<file path="config.mk">
export PLATFORM = sky130hd
export DESIGN_NAME = cvc_ram
export DESIGN_NICKNAME = d
export VERILOG_FILES = /design/src/hw/rtl/cvc_ram.sv
export SDC_FILE = /design/constraint.sdc
export NUM_CORES = 2
export LEC_CHECK = 0
export ABC_AREA = 1
export BUFFER_PORTS_ARGS = -buffer_cell sky130_fd_sc_hd__buf_2
export CAP_MARGIN = 20
export CORE_UTILIZATION = 50
export DETAILED_ROUTE_END_ITERATION = 10
export PLACE_DENSITY = 0.65
export SETUP_SLACK_MARGIN = 0.4
export SYNTH_ARGS = -nofsm -noshare
export SYNTH_HDL_FRONTEND = slang
export SYNTH_SLANG_ARGS = --single-unit
</file>
<file path="constraint.sdc">
create_clock -name clk -period 2.4 [get_ports clk]
set_input_delay 0.12 -clock clk [delete_from_list [all_inputs] [get_ports clk]]
set_output_delay 0.12 -clock clk [all_outputs]
set_load 0.02 [all_outputs]
</file>
<file path="src/hw/rtl/cvc_ram.sv">
// Generic single-write, single-read RAM with registered read data.
// Depends on nothing.
`timescale 1ns / 1ps
`default_nettype none

module cvc_ram #(
	parameter int WIDTH = 8,
	parameter int DEPTH = 256,
	localparam int AW = (DEPTH > 1) ? $clog2(DEPTH) : 1
) (
	input  wire logic             clk,
	input  wire logic             we,
	input  wire logic [AW-1:0]    waddr,
	input  wire logic [WIDTH-1:0] wdata,
	input  wire logic [AW-1:0]    raddr,
	output logic      [WIDTH-1:0] rdata
);

	logic [WIDTH-1:0] mem_q [DEPTH];
	logic [WIDTH-1:0] rdata_q;

	always_ff @(posedge clk) begin
		if (we) begin
			mem_q[waddr] <= wdata;
		end
		rdata_q <= mem_q[raddr];
	end

	assign rdata = rdata_q;

endmodule

`default_nettype wire

</file>
==> results.tsv <==
metric	value	unit
Post-DP HPWL	138600	µm
internal power	59.11	mW
Critical R2R Capture	rdata[3]	
element type at the critical path end	flop	
grt ovf	0	
Reg clk slew, reported paths	0.06	ns
Bufs on Longest Clock Path	3	
RSZ-0062 raised after global routing	yes	
Leak	33.98	nW
Slew Viols, Final	0	
slew margin rel.	37.72	%
Worst Max-Slew Pin Slew	0.9331	ns
net switching power	16.97	mW
Seq/Total Area, Yosys	73.94	%
Mapped Area	83400	µm²
critical path fanouts, max	1	
number of global-route vias before repair	53950	
Post-CTS Setup Repair Bufs	0	
worst path required time	3.12	ns
Vias	56180	
Die Area	168400	µm²
Switching Share	22.30	%
post-synth top area share	73.74	%
initial antenna violation count	8	
vias per cell	5.836	
YS warnings	0	
Peak Freq	505.8	MHz
reg-to-reg setup timing slack	0.42	ns
failing checks	design-rule violations	
Core Region	165400	µm²
Hold WC Path Type	in2reg	
Die Ht	410.4	µm
CTS tree	built	
IO Port Bufs	33	
Comb power frac	6.4	%
crit path DAT	2.69	ns
post-synth top area cell	edfxtp_1	
Initial DRT Pass Iterations	11	
residual DRC count	6	
Final Skew	0.02777	ns
CTS Sinks	2056	
root buf cell	clkbuf_16	
reg2reg start	mem_q[165][3]	
Final ANT Viol Nets	0	
clock latency on the worst-skew pair	0.84	ns
Total Routing Usage GR	27.48	%
Hold Slack	0.07919	ns
Power Density	795.8	nW/µm²
Avg WL per Cell	24.11	µm
Synth area leaders	edfxtp_1 74%, nand3_1 12%, nand2_1 9.6%, buf_2 1.6%, nor2_1 1.3%	
number of cell rows	149	
status	finished, violations left	
Synth cell types	14	
Sequential Power Share	52.1	%
gpl congestion	0.9098	
CP startpoint kind	flop	
layout cell share with drive strength beyond 1	11.14	%
# setup viols final	0	
Final min period	1.977	ns
final net count	7290	
reg2reg path depth	10	
WHS Endpoint	rdata[6]	
Syn Inst Count	7003	
H-tree depth	4	
mean post-synth cell area	11.91	µm²
global-route wire length before repair	345400	µm
Syn Nets	7029	
clock share of power	41.5	%
Yosys reg bits	2056	
Hold Startpoint	raddr[4]	
drt first-iter violations	7635	
slack of the critical path	0.4230	ns
Syn-to-layout area delta	14.64	%
Post-Place Worst Slack	-0.3235	ns
period utilization	82.38	%
IO Pins	34	
chip width	410.4	µm
worst hold path depth	8	
largest net degree at the start of global routing	120	
TritonCTS buffer count	201	
Peak VDD IR	0.6267	mV
Fin. Hold Viols	0	
Setup CP Type	reg2reg	
final wirelength	232000	µm
TNS Setup	0	ns
total of max-cap violations	0	
Initial Util	50.43	%
## cells by family after synthesis
logic type | count (synthesis) | share of synthesized area (%)
simple gates | 4425 | 22.95
flops | 2056 | 73.94
buf+inv | 522 | 3.119
## routing by layer
metal | wire [µm] | vias up | global-route usage (%)
met3 | 22810 | 470 | 4.582
li1 | - | 25390 | -
met4 | 8222 | 10 | 10.13
met5 | 71 | - | 0
met2 | 107700 | 2863 | 42.82
met1 | 93200 | 27450 | 38.97
## worst max-delay path by stage
stage | slack [ns] | to | startpoint | depth (start not counted)
after floorplan | 0.79 | mem_q[162][0] | we | 4
after global placement | -0.30 | rdata[3] | raddr[0] | 15
after detailed placement | -0.32 | rdata[0] | raddr[0] | 15
after CTS | 0.40 | rdata[4] | mem_q[199][4] | 10
after global routing | 0.39 | rdata[0] | mem_q[171][0] | 10
final | 0.42 | rdata[3] | mem_q[165][3] | 10
## cells in the mapped netlist, drive strengths merged
master,number
nand2,2123
inv,39
edfxtp,2048
nand3,2019
dfxtp,8
nor2,283
buf,371
clkbuf,112
## cell type report
cell class	instances	area (µm²)
tap	2189	2739
sequential	2056	61660
antenna	3	7.507
multi-input combinational	4425	19160
clock inverter	117	1160
clock buffer	256	5404
timing repair buffer	541	5293
fill	13090	69760
inverter	39	180.2
## repair_timing
item,CTS,global route
hold endpoints to repair,1115,0
hold buffers,10,0
endpoints found under the setup margin,0,5
resized for setup,0,5
## state kept, by name, indices dropped and copies added, names as in the netlist
name / flops
mem_q: 2048
rdata: 8
## layout by cell type, fill, tap and decap left out, types with 5 or more instances in the layout
cell type,instances
buf_8,11
clkinvlp_4,5
nor2_1,283
clkbuf_1,45
buf_4,405
clkinv_1,41
nand3_1,2014
nand2_1,2123
edfxtp_1,2048
dfxtp_1,8
buf_12,94
clkbuf_16,207
bufinv_16,22
inv_1,34
buf_2,21
dlygate4sd3_1,10
nand3_2,5
clkinv_2,40
## power by group through the flow
| stage | clock [mW] | combinational [mW] | sequential (mW) |
|---|---|---|---|
| CTS | 31.9 | 4.80 | 39.6 |
| floorplan | 0 | 2.44 | 40.4 |
| global route | 33.2 | 5.20 | 39.6 |
| finish | 31.6 | 4.87 | 39.6 |
| global placement | 0 | 4.72 | 40.4 |
| detailed placement | 0 | 4.77 | 40.4 |
## through the flow
step           total power [mW]  util, %  std cells  area, µm²
2_1_floorplan             42.83        -       7003      83400
3_3_place_gp              45.10    53.76       9240      88910
3_5_place_dp              45.15    53.76       9240      88910
4_1_cts                   76.30    57.79       9623      95570
5_1_grt                   77.98    57.81       9623      95600
6_report                  76.08    57.81       9626      95600
## worst max-delay path: stages, from the launching register on
cell and delay, ns:
edfxtp_1 0.35, nand2_1 0.07, nand3_1 0.08, nand3_1 0.10
nand3_1 0.15, nand3_1 0.19, nand3_1 0.22, nand3_2 0.19
nand2_1 0.16, nand2_1 0.25, nand2_1 0.09
Note: power is estimated with default switching activity, not from simulation.
