File: src/hw/rtl/cvc_pkg.sv
// Shared types, constants and colour functions of the bitmap and character
// video compositor. Depends on nothing; the compositor, pixel stage, checker
// and testbench refer to it by scoped names.
`timescale 1ns / 1ps
`default_nettype none

package cvc_pkg;

	localparam int BITMAP_DEPTH = 8192;
	localparam int CHAR_DEPTH   = 4096;
	localparam int PEN_DEPTH    = BITMAP_DEPTH / 8;
	localparam int BM_AW        = $clog2(BITMAP_DEPTH);
	localparam int CHAR_AW      = $clog2(CHAR_DEPTH);
	localparam int PEN_AW       = $clog2(PEN_DEPTH);

	// Background mix constants
	localparam logic [7:0] BG_RED_BASE = 8'h18;
	localparam logic [7:0] BG_GB_BASE  = 8'h24;
	localparam logic [7:0] BG_MIX_BASE = 8'h31;

	// Upper two bits of a character RAM address per plane region
	localparam logic [1:0] CHAR_CODE_AREA = 2'b00; // codes, 0x000
	localparam logic [1:0] CHAR_PLANE_A   = 2'b01; // 0x400
	localparam logic [1:0] CHAR_PLANE_B2  = 2'b11; // 0xC00, two-plane characters
	localparam logic [1:0] CHAR_PLANE_B1  = 2'b10; // 0x800, single-plane characters

	localparam logic [7:0] COL3_STEP = 8'd36;
	localparam logic [7:0] COL2_STEP = 8'd85;

	typedef enum logic [2:0] {
		CMD_BITMAP = 3'd0,
		CMD_CHAR   = 3'd1,
		CMD_PROM   = 3'd2,
		CMD_PEN    = 3'd3,
		CMD_FLIP   = 3'd4,
		CMD_RENDER = 3'd5
	} cmd_t;

	typedef struct packed {
		logic [7:0] r;
		logic [7:0] g;
		logic [7:0] b;
	} rgb_t;

	// Everything the pixel stage needs for one render
	typedef struct packed {
		logic [7:0]      bits;
		logic [7:0]      pa;
		logic [7:0]      pb;
		logic [2:0]      pen;
		logic            prio;
		logic [2:0][7:0] prom;   // entries for character pens 1, 2, 3
		logic [4:0]      col;
		logic [7:0]      row;
		logic            normal;
		logic            layout;
	} render_job_t;

	function automatic rgb_t bg_rgb(input logic layout);
		rgb_t       c;
		logic [7:0] mix;
		mix = BG_MIX_BASE + {7'd0, layout};
		c.r = BG_RED_BASE ^ {mix[6:0], 1'b0};
		c.g = BG_GB_BASE ^ mix;
		c.b = BG_GB_BASE ^ {1'b0, mix[7:1]};
		return c;
	endfunction

	function automatic rgb_t prom_rgb(input logic [7:0] v);
		rgb_t       c;
		logic [2:0] rb;
		logic [2:0] gb;
		logic [1:0] bb;
		rb = {v[4], v[6], v[2]};
		gb = {v[5], v[3], v[1]};
		bb = {v[7], v[0]};
		c.r = 8'({5'd0, rb} * COL3_STEP);
		c.g = 8'({5'd0, gb} * COL3_STEP);
		c.b = 8'({6'd0, bb} * COL2_STEP);
		return c;
	endfunction

	function automatic rgb_t pen_rgb(input logic [2:0] pen);
		rgb_t c;
		c.r = pen[2] ? 8'hFF : 8'h00;
		c.g = pen[1] ? 8'hFF : 8'h00;
		c.b = pen[0] ? 8'hFF : 8'h00;
		return c;
	endfunction

endpackage

`default_nettype wire

File: src/hw/rtl/cvc_pixel_serial.sv
// Pixel stage: shifts bitmap and plane bits out one per pixel, mixes the
// colour and holds the result in the output register. Depends on cvc_pkg.
`timescale 1ns / 1ps
`default_nettype none

module cvc_pixel_serial #(
	parameter int VISIBLE_WIDTH  = 256,
	parameter int VISIBLE_HEIGHT = 224
) (
	input  wire logic                 clk,
	input  wire logic                 arst_n,
	input  wire logic                 start,
	input  wire cvc_pkg::render_job_t job,
	output logic                      busy,
	output logic                      out_valid,
	input  wire logic                 out_ready,
	output logic      [7:0]           pixel_x,
	output logic      [7:0]           pixel_y,
	output logic      [7:0]           red,
	output logic      [7:0]           green,
	output logic      [7:0]           blue,
	output logic                      visible,
	output logic                      last
);

	cvc_pkg::render_job_t job_q;
	logic                 busy_q;
	logic                 out_valid_q;
	logic [2:0]           k_q;
	logic                 advance;

	logic [7:0] pixel_x_q, pixel_y_q, red_q, green_q, blue_q;
	logic       visible_q, last_q;

	logic [7:0]    x;
	logic [9:0]    mx, my;
	logic          on;
	logic [1:0]    cp;
	cvc_pkg::rgb_t colour;
	logic [7:0]    dx, dy;
	logic          vis;

	assign advance = busy_q && (!out_valid_q || out_ready);

	always_comb begin
		x   = {job_q.col, k_q};
		mx  = 10'(VISIBLE_WIDTH - 1) - {2'b00, x};
		my  = 10'(VISIBLE_HEIGHT - 1) - {2'b00, job_q.row};
		dx  = job_q.normal ? x : mx[7:0];
		dy  = job_q.normal ? job_q.row : my[7:0];
		// A mirrored coordinate that does not go negative is always on screen
		vis = (job_q.normal ? ({1'b0, x} < 9'(VISIBLE_WIDTH)) : !mx[9])
		   && (job_q.normal ? ({1'b0, job_q.row} < 9'(VISIBLE_HEIGHT)) : !my[9]);

		on = job_q.bits[7];
		cp = {job_q.pb[7], job_q.pa[7]};
		if (cp == 2'd0 || (on && job_q.prio)) begin
			colour = on ? cvc_pkg::pen_rgb(job_q.pen) : cvc_pkg::bg_rgb(job_q.layout);
		end else begin
			case (cp)
				2'd1:    colour = cvc_pkg::prom_rgb(job_q.prom[0]);
				2'd2:    colour = cvc_pkg::prom_rgb(job_q.prom[1]);
				default: colour = cvc_pkg::prom_rgb(job_q.prom[2]);
			endcase
		end
	end

	always_ff @(posedge clk or negedge arst_n) begin
		if (!arst_n) begin
			busy_q      <= 1'b0;
			out_valid_q <= 1'b0;
			k_q         <= '0;
		end else begin
			if (start) begin
				busy_q <= 1'b1;
				k_q    <= '0;
			end else if (advance) begin
				k_q <= k_q + 3'd1;
				if (k_q == 3'd7) begin
					busy_q <= 1'b0;
				end
			end
			if (advance) begin
				out_valid_q <= 1'b1;
			end else if (out_ready) begin
				out_valid_q <= 1'b0;
			end
		end
	end

	always_ff @(posedge clk) begin
		if (start) begin
			job_q <= job;
		end else if (advance) begin
			job_q.bits <= {job_q.bits[6:0], 1'b0};
			job_q.pa   <= {job_q.pa[6:0], 1'b0};
			job_q.pb   <= {job_q.pb[6:0], 1'b0};
		end
		if (advance) begin
			pixel_x_q <= dx;
			pixel_y_q <= dy;
			red_q     <= colour.r;
			green_q   <= colour.g;
			blue_q    <= colour.b;
			visible_q <= vis;
			last_q    <= (k_q == 3'd7);
		end
	end

	assign busy      = busy_q;
	assign out_valid = out_valid_q;
	assign pixel_x   = pixel_x_q;
	assign pixel_y   = pixel_y_q;
	assign red       = red_q;
	assign green     = green_q;
	assign blue      = blue_q;
	assign visible   = visible_q;
	assign last      = last_q;

endmodule

`default_nettype wire

File: config.mk
export PLATFORM = sky130hd
export DESIGN_NAME = cvc_pixel_serial
export DESIGN_NICKNAME = d
export VERILOG_FILES = /design/src/hw/rtl/cvc_pkg.sv /design/src/hw/rtl/cvc_pixel_serial.sv
export SDC_FILE = /design/constraint.sdc
export NUM_CORES = 1
export LEC_CHECK = 0
export ABC_AREA = 1
export BUFFER_PORTS_ARGS = -buffer_cell sky130_fd_sc_hd__buf_2
export CAP_MARGIN = 20
export CELL_PAD_IN_SITES_DETAIL_PLACEMENT = 1
export CELL_PAD_IN_SITES_GLOBAL_PLACEMENT = 2
export CORE_MARGIN = 4
export CORE_UTILIZATION = 31
export CTS_CLUSTER_DIAMETER = 30
export DETAILED_ROUTE_END_ITERATION = 12
export PLACE_DENSITY_LB_ADDON = 0.1
export SYNTH_ARGS = -nofsm -noshare
export SYNTH_HDL_FRONTEND = slang
export SYNTH_SLANG_ARGS = --single-unit
File: constraint.sdc
create_clock -name clk -period 1.92 [get_ports clk]
set_clock_uncertainty 0.1 [all_clocks]
set_input_delay 0.192 -clock clk [delete_from_list [all_inputs] [get_ports clk]]
set_output_delay 0.192 -clock clk [all_outputs]
set_load 0.005 [all_outputs]
==> qor.yml <==
status:
  outcome: "finished clean"
floorplanning:
  fp.dieW_um: 127
  coreArea_um2: 13800
  start_util_pct: 31.5
  die_area_um2: 16000
  die_y_um: 127
  rows: 43
  ios: 115
timing:
  fin_crit_sh_pct: 86.8
  setup_viol: 0
  worst_slew_pin_slew_ns: 0.473
  finalMaxSlewViolations: 0
  grt_setup_unrepaired: "false"
  holdWs_ns: 0.0202
  slew_headroom_pct: 68.5
  min_period_ns: 1.67
  setup_tns_ns: 0
  max_freq_mhz: 600
  hold_viol: 0
cts:
  clk_pin_slew_worst_paths_ns: 0.07
  postCtsHoldBufs: 48
  cts_resized: 0
  cts_buffer_depth: 2
  cts_root_buffer: "clkbuf_16"
  clock-sinks: 109
  postCtsSetupBuffers: 0
  cts_tree: "built"
  h-tree-depth: 3
  clock_latency_ns: 0.34
  cts_buffers: 9
worst_hold_path:
  hold_start: "job[44]"
  min_to: "job_q[44]"
  min_path_type: "in2reg"
  hold_depth: 3
synthesis:
  syn-cell-area_um2: 4350
  syn-num-nets: 409
  yosys.area.top_type: "edfxtp_1"
  synth.distinct_cells: 21
  ys_ff_latch: 109
  netlist.area_leader.share_pct: 71.7
  synth.avg_cell_area_um2: 13.1
  synth.most_common_cell: "nand2_1"
  synthCells: 332
  synthArstFlopShare_pct: 4.59
  yosysWarnings: 0
  synth_edf_count: 104
  synth_area_leaders: "edfxtp_1 (72%), nand2_1 (10%), dfrtp_1 (2.9%)"
  synth_flop_cell: "edfxtp_1"
  ys_top_cells_by_count: "nand2_1 (121), edfxtp_1 (104), inv_1 (17), nor2_1 (17), nand3_1 (14)"
  yosysSeqAreaShare_pct: 74.6
detailed_routing:
  dr.pass1.iters: 6
  viasPerCell: 4.26
  vias: 2885
  wl_per_cell_um: 14.2
  drc_errors: 0
  totalWireLength_um: 9660
  drtIter0Drc: 119
  drtAntennaViolNets: 0
critical_path:
  r2r.worst_path.cells: 5
  reg2reg_slack_ns: 0.25
  timing.rr.end: "green[4]"
  worstPathArrival_ns: 1.64
  crit_required_ns: 1.90
  start_kind: "flop"
  r2r_start: "cp[0]"
  path_max_fanout: 16
  critPathKind: "reg2reg"
  end_kind: "flop"
power_and_ir_drop:
  clkPwrFrac_pct: 29.9
  power_density_nw_per_um2: 945
  irDropWorstVdd_mv: 0.350
  seqPwrFrac_pct: 55.4
  swShare_pct: 23.9
  power.total_w: 0.00550
  p_int_w: 0.00419
  power.leakage_nw: 2.56
  power_frac_comb_pct: 14.6
  switchingPower_w: 0.00132
grt:
  track_usage_pct: 12.8
  grt_pass1_vias: 3209
  overflow: 0
  antenna_found_initial: 0
  grt_max_degree: 38
  grt_pass1_wl_um: 15900
final_layout:
  finalNonFillerCells: 678
  nNetsFinal: 571
  layout-area-overhead-vs-synth_pct: 33.7
  antenna_cells: 0
  utilization_pct: 42.1
  drive_above_1_share_pct: 28.3
placed_design:
  placedCellCount: 615
  dp_hpwl_um: 6590
  place_congestion: 0.693
  port_buffers: 114
job:
  maxCapViolCount: 0
-- metrics by stage --
step                worst slack, ns  cell area [µm²]
CTS                           0.193             5820
detailed placement            0.198             5090
global route                 0.0685             5820
global placement              0.276             5090
finish                        0.254             5820
floorplan                    0.0240             4350
-- worst max-delay path, stage by stage (launching register included) --
cell	delay, ns
edfxtp_1	0.35
inv_1	0.06
ha_1	0.58
nand3_1	0.13
nand2_1	0.11
nand2_1	0.07
-- cells in the final DEF, fill, tap and decap left out, types with 9 or more instances in the layout --
cell,instances
nand2_1,121
buf_2,114
edfxtp_1,104
dlygate4sd3_1,48
nor2_1,17
inv_1,17
nand3_1,14
xnor2_1,13
clkbuf_16,9
-- cell type report --
class                           count  area, µm²
Clock buffer                       11        233
Timing Repair Buffer              170       1140
Tap cell                          180        225
Clock inverter                      4       16.3
Inverter                           17       63.8
Fill cell                        1515       8010
Sequential cell                   109       3250
Multi-Input combinational cell    187        898
-- power by group through the flow --
stage | logic [W] | registers (W) | clock network (W)
CTS | 0.000833 | 0.00306 | 0.00172
finish | 0.000805 | 0.00305 | 0.00165
global placement | 0.000735 | 0.00311 | 0
floorplan | 0.000422 | 0.00310 | 0
global route | 0.000925 | 0.00308 | 0.00182
detailed placement | 0.000753 | 0.00311 | 0
-- registers in the layout, indices dropped and copies added (netlist names) --
signal     cells
job_q         65
pixel_x        8
pixel_y        8
green          7
red            7
blue           5
k_q            3
cp             2
busy           1
last           1
out_valid      1
visible        1
-- worst max path at each step --
| stage | from | endpoint | slack (ns) | cells after the start |
|---|---|---|---|---|
| 3_3_place_gp | cp[0] | blue[5] | 0.28 | 5 |
| 5_1_grt | cp[0] | blue[0] | 0.07 | 5 |
| 2_1_floorplan | out_valid | blue[0] | 0.02 | 3 |
| 4_1_cts | cp[0] | red[4] | 0.19 | 5 |
| 3_5_place_dp | cp[0] | red[4] | 0.20 | 5 |
| 6_report | cp[0] | green[4] | 0.25 | 5 |
-- per-layer routing --
| metal | vias to the layer above | GRT usage [%] | routed length (µm) |
|---|---|---|---|
| li1 | 1424 | - | - |
| met1 | 1380 | 15.0 | 3900 |
| met2 | 69 | 22.5 | 5110 |
| met3 | 12 | 2.82 | 463 |
| met4 | 0 | 5.68 | 189 |
| met5 | - | 0 | 0 |
-- cell families (layout without fill, tap and decap cells) --
logic type      count (synthesis)  count (layout)  share of synthesized area, %
simple gates                  164             164                          15.7
flops                         109             109                          74.6
buf+inv                        36             202                          4.77
xor+xnor                       14              14                          2.82
fa+ha+maj                       6               6                          1.72
compound gates                  3               3                         0.345
Note: power is estimated with default switching activity, not from simulation.
