[config.mk]
export PLATFORM = sky130hd
export DESIGN_NAME = cvc_mod_lane
export DESIGN_NICKNAME = d
export VERILOG_FILES = /design/src/hw/rtl/cvc_mod_lane.sv
export SDC_FILE = /design/constraint.sdc
export NUM_CORES = 1
export LEC_CHECK = 0
export ABC_CLOCK_PERIOD_IN_PS = 2000
export BUFFER_PORTS_ARGS = -buffer_cell sky130_fd_sc_hd__buf_2
export CORE_UTILIZATION = 50
export DETAILED_ROUTE_END_ITERATION = 6
export GPL_ROUTABILITY_DRIVEN = 0
export PLACE_DENSITY = 0.75
export SYNTH_ARGS = -nofsm -noshare
export SYNTH_HDL_FRONTEND = slang
export SYNTH_SLANG_ARGS = --single-unit
export TNS_END_PERCENT = 100
[constraint.sdc]
create_clock -name clk -period 2 [get_ports clk]
set_input_delay 0.2 -clock clk [delete_from_list [all_inputs] [get_ports clk]]
set_output_delay 0.2 -clock clk [all_outputs]
set_load 0.005 [all_outputs]
[src/hw/rtl/cvc_mod_lane.sv]
// Bit-serial remainder lane: reduces a 9-bit colour PROM index modulo the
// PROM depth, one dividend bit per cycle. Depends on nothing.
`timescale 1ns / 1ps
`default_nettype none

module cvc_mod_lane #(
	parameter int DEPTH = 512,
	localparam int AW = (DEPTH > 1) ? $clog2(DEPTH) : 1
) (
	input  wire logic          clk,
	input  wire logic          arst_n,
	input  wire logic          start,
	input  wire logic [8:0]    value,
	output logic      [AW-1:0] rem,
	output logic               done
);

	logic [8:0] val_q;
	logic [8:0] r_q;     // partial remainder, always below DEPTH
	logic [3:0] cnt_q;
	logic [9:0] trial;

	assign trial = {r_q, val_q[8]};

	always_ff @(posedge clk or negedge arst_n) begin
		if (!arst_n) begin
			cnt_q <= '0;
		end else if (start) begin
			cnt_q <= 4'd9;
		end else if (cnt_q != 4'd0) begin
			cnt_q <= cnt_q - 4'd1;
		end
	end

	always_ff @(posedge clk) begin
		if (start) begin
			val_q <= value;
			r_q   <= '0;
		end else if (cnt_q != 4'd0) begin
			val_q <= {val_q[7:0], 1'b0};
			r_q   <= (trial >= 10'(DEPTH)) ? 9'(trial - 10'(DEPTH)) : trial[8:0];
		end
	end

	assign rem  = r_q[AW-1:0];
	assign done = (cnt_q == 4'd0);

endmodule

`default_nettype wire

==> flow_summary.ini, run 1 <==
[outcome]
status = complete, no violations

[route]
drt-vias-per-instance = 4.870
drc = 0
ant_nets = 0
drt_iter0_markers = 5
num_vias = 638
wire_per_inst_um = 11.47
first_pass_iters = 4
routed_wirelength_mm = 1.502

[clocking]
clock_latency_ns = 0.31
clk_pin_slew_ns = 0.13
numCtsBuffers = 3
htreeDepth = 1
tritoncts = built
clock-root-buffer = clkbuf_4
clock-sinks = 22
clock_path_buffers = 2

[worst_hold_path]
hold_depth = 2
hp-start = value[0]
hold_class = in2reg

[die]
core_area_um2 = 1764
die_w_um = 45.98
die_y_um = 45.98
ios = 22
dieArea_um2 = 2114
start_util = 0.5482
std_cell_rows = 15

[critical_path]
ff2ff_path_depth = 5
crit_path_end_kind = primary output
r2r-start = cnt_q[0]$_DFFE_PN0P_
rrSetupSlack_ns = 0.20
cp-start-kind = flop
required_ns = 1.80
crit_start = cnt_q[0]$_DFFE_PN0P_
cp.arrival_ns = 1.68
cp_max_fo = 12
worstSetupPathType = reg2out

[global_routing]
gr-total-overflow = 0
antenna_found_initial = 0
grt_pass1_vias = 560
grt_util_all_layers = 0.1627
grt_first_pass_wirelength_mm = 2.401
grt_max_degree = 24

[sta]
setup_tns_ns = 0
slew_violations = 0
timing.fmax_mhz = 530.9
worstMarginPinSlew_ns = 0.5093
final.min_clock_period_ns = 1.884
maxSlewHeadroom = 0.6604
setup_viol = 0
fin_crit_sh = 0.9418
clock_skew_ns = 0.005700
rsz0062_at_grt = false
hold_violations = 0

[logic_synthesis]
synth_area_leaders = edfxtp_1 28%, dfxtp_1 19%, dfrtp_1 10%
yosysMostFrequentCell = nand2_1
syn_avg_cell_area_um2 = 11.79
yosysSeqAreaShare = 0.5692
synth_top_flop_cell = edfxtp_1
synth_top_cell_by_area = edfxtp_1
synthTopCellsByCount = 19 x nand2_1, 9 x a21oi_2, 9 x dfxtp_1, 9 x edfxtp_1, 8 x mux2_2
synthCells = 82
synth_edf_count = 9
syn_area_um2 = 967.2
synth_nets = 96
synth-seq-cells = 22
yosysTopAreaCellShare = 0.2794
yosysUniqueCellTypes = 25
yosysWarnings = 0
synthArstFlopShare = 0.1818

[layout]
synthToLayoutAreaGrowth_pct = 18.63
diodes = 0
drive_gt1_frac = 0.4623
nets = 121
finalInstanceArea_um2 = 1147

[placed_design]
dp_hpwl_mm = 1.043
postPlaceCellArea_um2 = 1075
portBuffers = 21

[power_and_ir_drop]
p_int_w = 0.0007754
switching_share = 0.2171
ir_drop_mv = 0.7239
switching_power_w = 0.0002150
power_density_nw_per_um2 = 863.2
pwr-share-clk = 0.345
comb_power_share = 0.120
seqPwrFrac = 0.535
p_leak_nw = 0.4822

[run]
max-cap-violations = 0
==> critical path, cell delays in order, from the launching register on <==
cell	delay, ns
dfrtp_1	0.40
inv_1	0.10
ha_2	0.19
or3b_4	0.39
clkinv_2	0.15
buf_2	0.14
==> flip-flops by register name, indices dropped and copies added (netlist names) <==
name and cells:
cnt_q 4, rem 9, val_q 9
==> cell families after synthesis <==
group,Yosys count,synth area share
AO/OA/AOI/OAI,13,0.1164
multiplexers,8,0.09315
flip-flops,22,0.5692
buffers and inverters,7,0.05045
adder cells (fa/ha/maj),2,0.02587
AND/OR/NAND/NOR,30,0.1449
==> placed cells by master (no fill, tap or decap), types with 2 or more instances in the layout <==
cell / count
clkbuf_4: 3
nor2b_1: 2
dfrtp_1: 4
buf_4: 2
mux2_2: 8
buf_2: 21
nand2_1: 19
inv_1: 2
nor2_1: 2
dfxtp_1: 9
edfxtp_1: 9
a21oi_2: 9
==> metal layers <==
metal / vias up / global-route usage / wire length [um]
met3: 2 / 0.03571 / 68
met4: 0 / 0.07059 / 20
met1: 294 / 0.2281 / 709
met5: - / 0 / 0
met2: 18 / 0.2394 / 704
li1: 324 / - / -
==> power by group through the flow <==
stage / Clock, W / Sequential, W / Combinational, W
6_report: 0.000342 / 0.000530 / 0.000119
5_1_grt: 0.000367 / 0.000535 / 0.000135
4_1_cts: 0.000353 / 0.000530 / 0.000118
3_5_place_dp: 0 / 0.000541 / 0.000115
3_3_place_gp: 0 / 0.000539 / 0.000111
2_1_floorplan: 0 / 0.000536 / 0.0000867
==> cell type report <==
type / instances / area [um2]
clock buffer: 3 / 22.52
sequential: 22 / 550.5
multi-input combinational: 53 / 370.4
timing repair buffer: 24 / 130.1
fill: 164 / 616.8
inverter: 3 / 12.51
clock inverter: 1 / 30.03
tap: 25 / 31.28
==> metrics by stage <==
stage	utilization	setup slack, ns	total power (W)	hold slack, ns	cells
2_1_floorplan	-	0.4150	0.0006222	-0.09559	82
3_3_place_gp	0.6092	0.2783	0.0006493	0.004438	125
3_5_place_dp	0.6092	0.2098	0.0006553	0.006958	125
4_1_cts	0.6489	0.02826	0.001001	0.1541	131
5_1_grt	0.6504	0.01151	0.001038	0.1484	131
6_report	0.6504	0.1165	0.0009904	0.1621	131
==> final timing paths <==
path	endpoint
min in group asynchronous	cnt_q[2]$_DFFE_PN0P_
max in group asynchronous	cnt_q[0]$_DFFE_PN0P_
worst min register to register	rem[8]$_SDFFE_PP0N_
worst max register to register	val_q[2]$_DFFE_PP_
worst min-delay path	val_q[0]$_SDFFCE_PN0P_
worst max-delay path	done
==> timing repair <==
item / CTS / global route
setup endpoints to repair: 1 / 1
pin swaps: 0 / 0
endpoints found under the hold margin: 4 / 0
hold buffers: 1 / 0
resized for setup: 0 / 1
setup buffers: 1 / 1
Power figures use the tool's default switching activity.
==> inputs of run 2 (changes only) <==
--- a/config.mk
+++ b/config.mk
@@ -7,10 +7,11 @@
 export LEC_CHECK = 0
 export ABC_CLOCK_PERIOD_IN_PS = 2000
 export BUFFER_PORTS_ARGS = -buffer_cell sky130_fd_sc_hd__buf_2
-export CORE_UTILIZATION = 50
+export CORE_UTILIZATION = 51
 export DETAILED_ROUTE_END_ITERATION = 6
 export GPL_ROUTABILITY_DRIVEN = 0
-export PLACE_DENSITY = 0.75
+export PLACE_DENSITY = 0.76
+export REMOVE_ABC_BUFFERS = 1
 export SYNTH_ARGS = -nofsm -noshare
 export SYNTH_HDL_FRONTEND = slang
 export SYNTH_SLANG_ARGS = --single-unit
==> run 2 against run 1 <==
  * Register-to-register slack about the same
  * Fmax up 0.52%
  * Clock power down 4%
  * Die area shrank 1.9%
  * Global-route usage barely moved
  * Critical path depth is the same
  * Non-clock buffer count fell by 1
  * Cell area is 0.87% lower
  * Via count is 1.1% higher
  * Largest cell class unchanged
  * Largest power group unchanged
==> flow_summary.ini, run 2 (same netlist as run 1, synthesis figures left out) <==
[outcome]
status = complete, no violations

[critical_path]
cp.arrival_ns = 1.67
max_stage_delay_ns = 0.41
crit_chain = inv_1 > ha_1 > or3b_4 > clkinv_2 > buf_2
crit_path_end_kind = primary output
cp-endpoint = done
required_ns = 1.80
crit_start = cnt_q[0]$_DFFE_PN0P_
path_depth = 5
ff2ff_path_depth = 5
cp_max_fo = 12
worstSetupPathType = reg2out
r2r_end = val_q[0]$_SDFFCE_PN0P_
rrSetupSlack_ns = 0.20
path_buf_inv = 3
critPathTopFamily = flip-flops
r2r-start = cnt_q[0]$_DFFE_PN0P_
cp-start-kind = flop
crit_slowest_cell = dfrtp_1

[die]
die_y_um = 45.55
start_util = 0.5541
die_w_um = 45.55
dieArea_um2 = 2074
ios = 22
core_area_um2 = 1745
std_cell_rows = 15

[sta]
maxSlewHeadroom = 0.6450
final.min_clock_period_ns = 1.874
hold_violations = 0
worstMarginPinSlew_ns = 0.5325
timing.fmax_mhz = 533.7
fin_crit_sh = 0.9369
slew_violations = 0
rsz0062_at_grt = false
setup_viol = 0
setup_ws_ns = 0.1263
setup_tns_ns = 0
clock_skew_ns = 0.0009958

[route]
drc = 0
wire_per_inst_um = 11.45
drt_iter0_markers = 15
ant_nets = 0
num_vias = 645
drt-vias-per-instance = 4.962
first_pass_iters = 4
routed_wirelength_mm = 1.489

[global_routing]
antenna_found_initial = 0
gr-total-overflow = 0
grt_util_all_layers = 0.1629
grt_first_pass_wirelength_mm = 2.366
grt_pass1_vias = 571
grt_max_degree = 24

[power_and_ir_drop]
finalPower_w = 0.0009727
p_leak_nw = 0.4790
power_density_nw_per_um2 = 855.3
ir_drop_mv = 0.4983

[clocking]
numCtsBuffers = 3
clock_path_buffers = 2
clock_latency_ns = 0.29
tritoncts = built
htreeDepth = 1
clock-root-buffer = clkbuf_4
clock-sinks = 22
clk_pin_slew_ns = 0.11

[layout]
drive_gt1_frac = 0.4476
diodes = 0
nets = 120
nFillCells = 139
final_common_cell = buf_2
final_cell_mix = 21 x buf_2, 19 x nand2_1, 9 x a21oi_2, 9 x dfxtp_1, 9 x edfxtp_1
synthToLayoutAreaGrowth_pct = 17.59

[placed_design]
dp_hpwl_mm = 1.066
post-place-ws_ns = 0.2277
portBuffers = 21

[run]
max-cap-violations = 0

[worst_hold_path]
hold_class = in2reg
[run 2: per-stage QoR]
stage	utilization	hold WS (ns)	area, um2	instances
2_1_floorplan	-	-0.09559	930.9	78
3_3_place_gp	0.6158	0.009754	1075	125
3_5_place_dp	0.6158	0.01347	1075	125
4_1_cts	0.6559	0.1704	1145	131
5_1_grt	0.6516	0.1767	1137	130
6_report	0.6516	0.1784	1137	130
[run 2: what timing repair did]
action,4_1_cts,5_1_grt
buffers inserted,1,0
endpoints found under the hold margin,4,0
endpoints found under the setup margin,1,1
resized for setup,0,0
hold buffers,1,0
[run 2: power by group]
part / internal, W / total, W / switching, W
clock network: 0.000202 / 0.000327 / 0.000125
logic: 0.0000591 / 0.000115 / 0.0000557
registers: 0.000511 / 0.000531 / 0.0000198
[run 2: layer usage]
| metal | share of wire | up-vias | wire (um) | GRT usage |
|---|---|---|---|---|
| met5 | 0 | - | 0 | 0 |
| met4 | 0.0081 | 0 | 12 | 0.07273 |
| met3 | 0.028 | 2 | 42 | 0.03571 |
| met2 | 0.51 | 12 | 756 | 0.2486 |
| met1 | 0.45 | 306 | 677 | 0.2211 |
| li1 | - | 325 | - | - |
[run 2: worst min-delay path by stage]
stage | start | endpoint | depth (start not counted)
6_report | value[0] | val_q[0]$_SDFFCE_PN0P_ | 2
4_1_cts | value[0] | val_q[0]$_SDFFCE_PN0P_ | 2
5_1_grt | value[0] | val_q[0]$_SDFFCE_PN0P_ | 2
3_5_place_dp | arst_n | cnt_q[2]$_DFFE_PN0P_ | 1
2_1_floorplan | arst_n | cnt_q[0]$_DFFE_PN0P_ | 0
3_3_place_gp | arst_n | cnt_q[0]$_DFFE_PN0P_ | 1
[run 2: layout make-up]
| cell class | instances | area, um2 | area share |
|---|---|---|---|
| sequential | 22 | 550.5 | 0.4840 |
| multi-input combinational | 53 | 367.9 | 0.3234 |
| timing repair buffer | 23 | 122.6 | 0.1078 |
| tap | 25 | 31.28 | 0.02750 |
| clock inverter | 1 | 30.03 | 0.02640 |
| clock buffer | 3 | 22.52 | 0.01980 |
| inverter | 3 | 12.51 | 0.01100 |
==> inputs of run 3 (changes only) <==
--- a/config.mk
+++ b/config.mk
@@ -7,10 +7,9 @@
 export LEC_CHECK = 0
 export ABC_CLOCK_PERIOD_IN_PS = 2000
 export BUFFER_PORTS_ARGS = -buffer_cell sky130_fd_sc_hd__buf_2
-export CORE_UTILIZATION = 51
+export CORE_UTILIZATION = 30
 export DETAILED_ROUTE_END_ITERATION = 6
 export GPL_ROUTABILITY_DRIVEN = 0
-export PLACE_DENSITY = 0.76
 export REMOVE_ABC_BUFFERS = 1
 export SYNTH_ARGS = -nofsm -noshare
 export SYNTH_HDL_FRONTEND = slang
==> run 3 against run 2 <==
  * Fmax rose by 1.7%
  * Sequential power barely moved
  * Global-route usage decreased by 5.8 points
  * Non-clock buffer count grew 2
  * Critical endpoint unchanged
  * Highest routed layer is now met3
==> flow_summary.ini, run 3 (same netlist as run 1, synthesis figures left out) <==
[outcome]
status = complete, no violations

[die]
start_util = 0.3168
die_w_um = 58.78
die_y_um = 58.78
core_area_um2 = 3053
ios = 22
std_cell_rows = 20
dieArea_um2 = 3455

[critical_path]
r2r-start = cnt_q[0]$_DFFE_PN0P_
cp_max_fo = 12
worstSetupPathType = reg2out
crit_chain = inv_2 > ha_2 > or3b_4 > clkinv_2 > buf_2
required_ns = 1.80
crit_start = cnt_q[0]$_DFFE_PN0P_
path_buf_inv = 3
cp-start-kind = flop
max_stage_delay_ns = 0.41
crit_slowest_cell = dfrtp_1
cp.arrival_ns = 1.64
critPathTopFamily = flip-flops
crit_path_end_kind = primary output

[global_routing]
gr-total-overflow = 0
grt_max_degree = 24
grt_util_all_layers = 0.1046
grt_first_pass_wirelength_mm = 2.670
grt_pass1_vias = 607
antenna_found_initial = 0

[clocking]
tritoncts = built
clock_path_buffers = 2
numCtsBuffers = 3
clock-sinks = 22
clock-root-buffer = clkbuf_4
htreeDepth = 1
clock_latency_ns = 0.30
clk_pin_slew_ns = 0.12

[route]
drt-vias-per-instance = 4.258
wl_met3_um = 95
ant_nets = 0
wire_per_inst_um = 10.48
routed_wirelength_mm = 1.583
top_layer = met3
first_pass_iters = 3
wl_met1_um = 740
num_vias = 643
drt_iter0_markers = 12
wl_met2_um = 747
drc = 0

[sta]
hold_violations = 0
timing.fmax_mhz = 542.6
slew_violations = 0
clock_skew_ns = 0.003892
hold_ws_ns = 0.1727
rsz0062_at_grt = false
maxSlewHeadroom = 0.6445
worstMarginPinSlew_ns = 0.5333
setup_tns_ns = 0
fin_crit_sh = 0.9214
final.min_clock_period_ns = 1.843
setup_viol = 0
setup_ws_ns = 0.1571

[worst_hold_path]
hold_class = in2reg
hp-start = value[0]

[layout]
nFillCells = 322
diodes = 0
synthToLayoutAreaGrowth_pct = 19.15
final_cell_mix = 21 x buf_2, 19 x nand2_1, 9 x a21oi_2, 9 x dfxtp_1, 9 x edfxtp_1
final_common_cell = buf_2
drive_gt1_frac = 0.4673
finalInstanceArea_um2 = 1152
fin_util = 0.3775
nets = 122

[placed_design]
post-place-ws_ns = 0.2026
portBuffers = 21
postPlaceCellArea_um2 = 1099
dp_hpwl_mm = 1.102

[power_and_ir_drop]
ir_drop_mv = 0.4376
p_leak_nw = 0.4726
power_density_nw_per_um2 = 741.4

[run]
max-cap-violations = 0
-- run 3: changes by cell type in the layout (fill, tap and decap cells not counted), sizes merged --
cell	change
buf	+2
bufinv	-1
clkinv	+1
-- run 3: final cells by class --
type                    instances  area, um2  area share
clock inverters                 1      3.754    0.003257
clock buffers                   3      22.52     0.01954
flip-flops and latches         22      550.5      0.4777
inverters                       3      12.51     0.01086
well taps                      44      55.05     0.04777
repair buffers                 25      137.6      0.1194
multi-input cells              53      370.4      0.3214
-- run 3: worst paths after layout --
path | endpoint | slack [ns] | cells past startpoint
max | done | 0.16 | 5
min | val_q[0]$_SDFFCE_PN0P_ | 0.17 | 2
max reg2reg | val_q[2]$_DFFE_PP_ | 0.22 | 5
min reg2reg | rem[8]$_SDFFE_PP0N_ | 0.46 | 2
max in group asynchronous | cnt_q[1]$_DFFE_PN0P_ | 1.66 | 2
min in group asynchronous | cnt_q[3]$_DFFE_PN0P_ | 0.22 | 2
-- run 3: per-layer routing --
metal | global-route usage | vias up
li1 | - | 327
met3 | 0.04835 | 0
met1 | 0.1271 | 296
met4 | 0.02041 | 0
met2 | 0.1705 | 20
met5 | 0 | -
-- run 3: power by group --
part | leakage (nW) | internal, W | switching (W)
Sequential | 0.217 | 0.000511 | 0.0000195
Combinational | 0.240 | 0.0000645 | 0.0000569
Clock | 0.0154 | 0.0000728 | 0.000130
Total | 0.473 | 0.000648 | 0.000206
-- run 3: metrics by stage --
stage	instances	power, W
final	151	0.0008544
after CTS	150	0.0008622
after floorplan	78	0.0006089
after detailed placement	144	0.0006558
after global placement	144	0.0006509
after global routing	151	0.0009016
-- run 3: repair_timing --
action / 4_1_cts / 5_1_grt
endpoints found under the setup margin: 1 / 1
hold buffers: 1 / 0
resized for setup: 0 / 2
endpoints found under the hold margin: 4 / 0
buffers inserted: 1 / 2
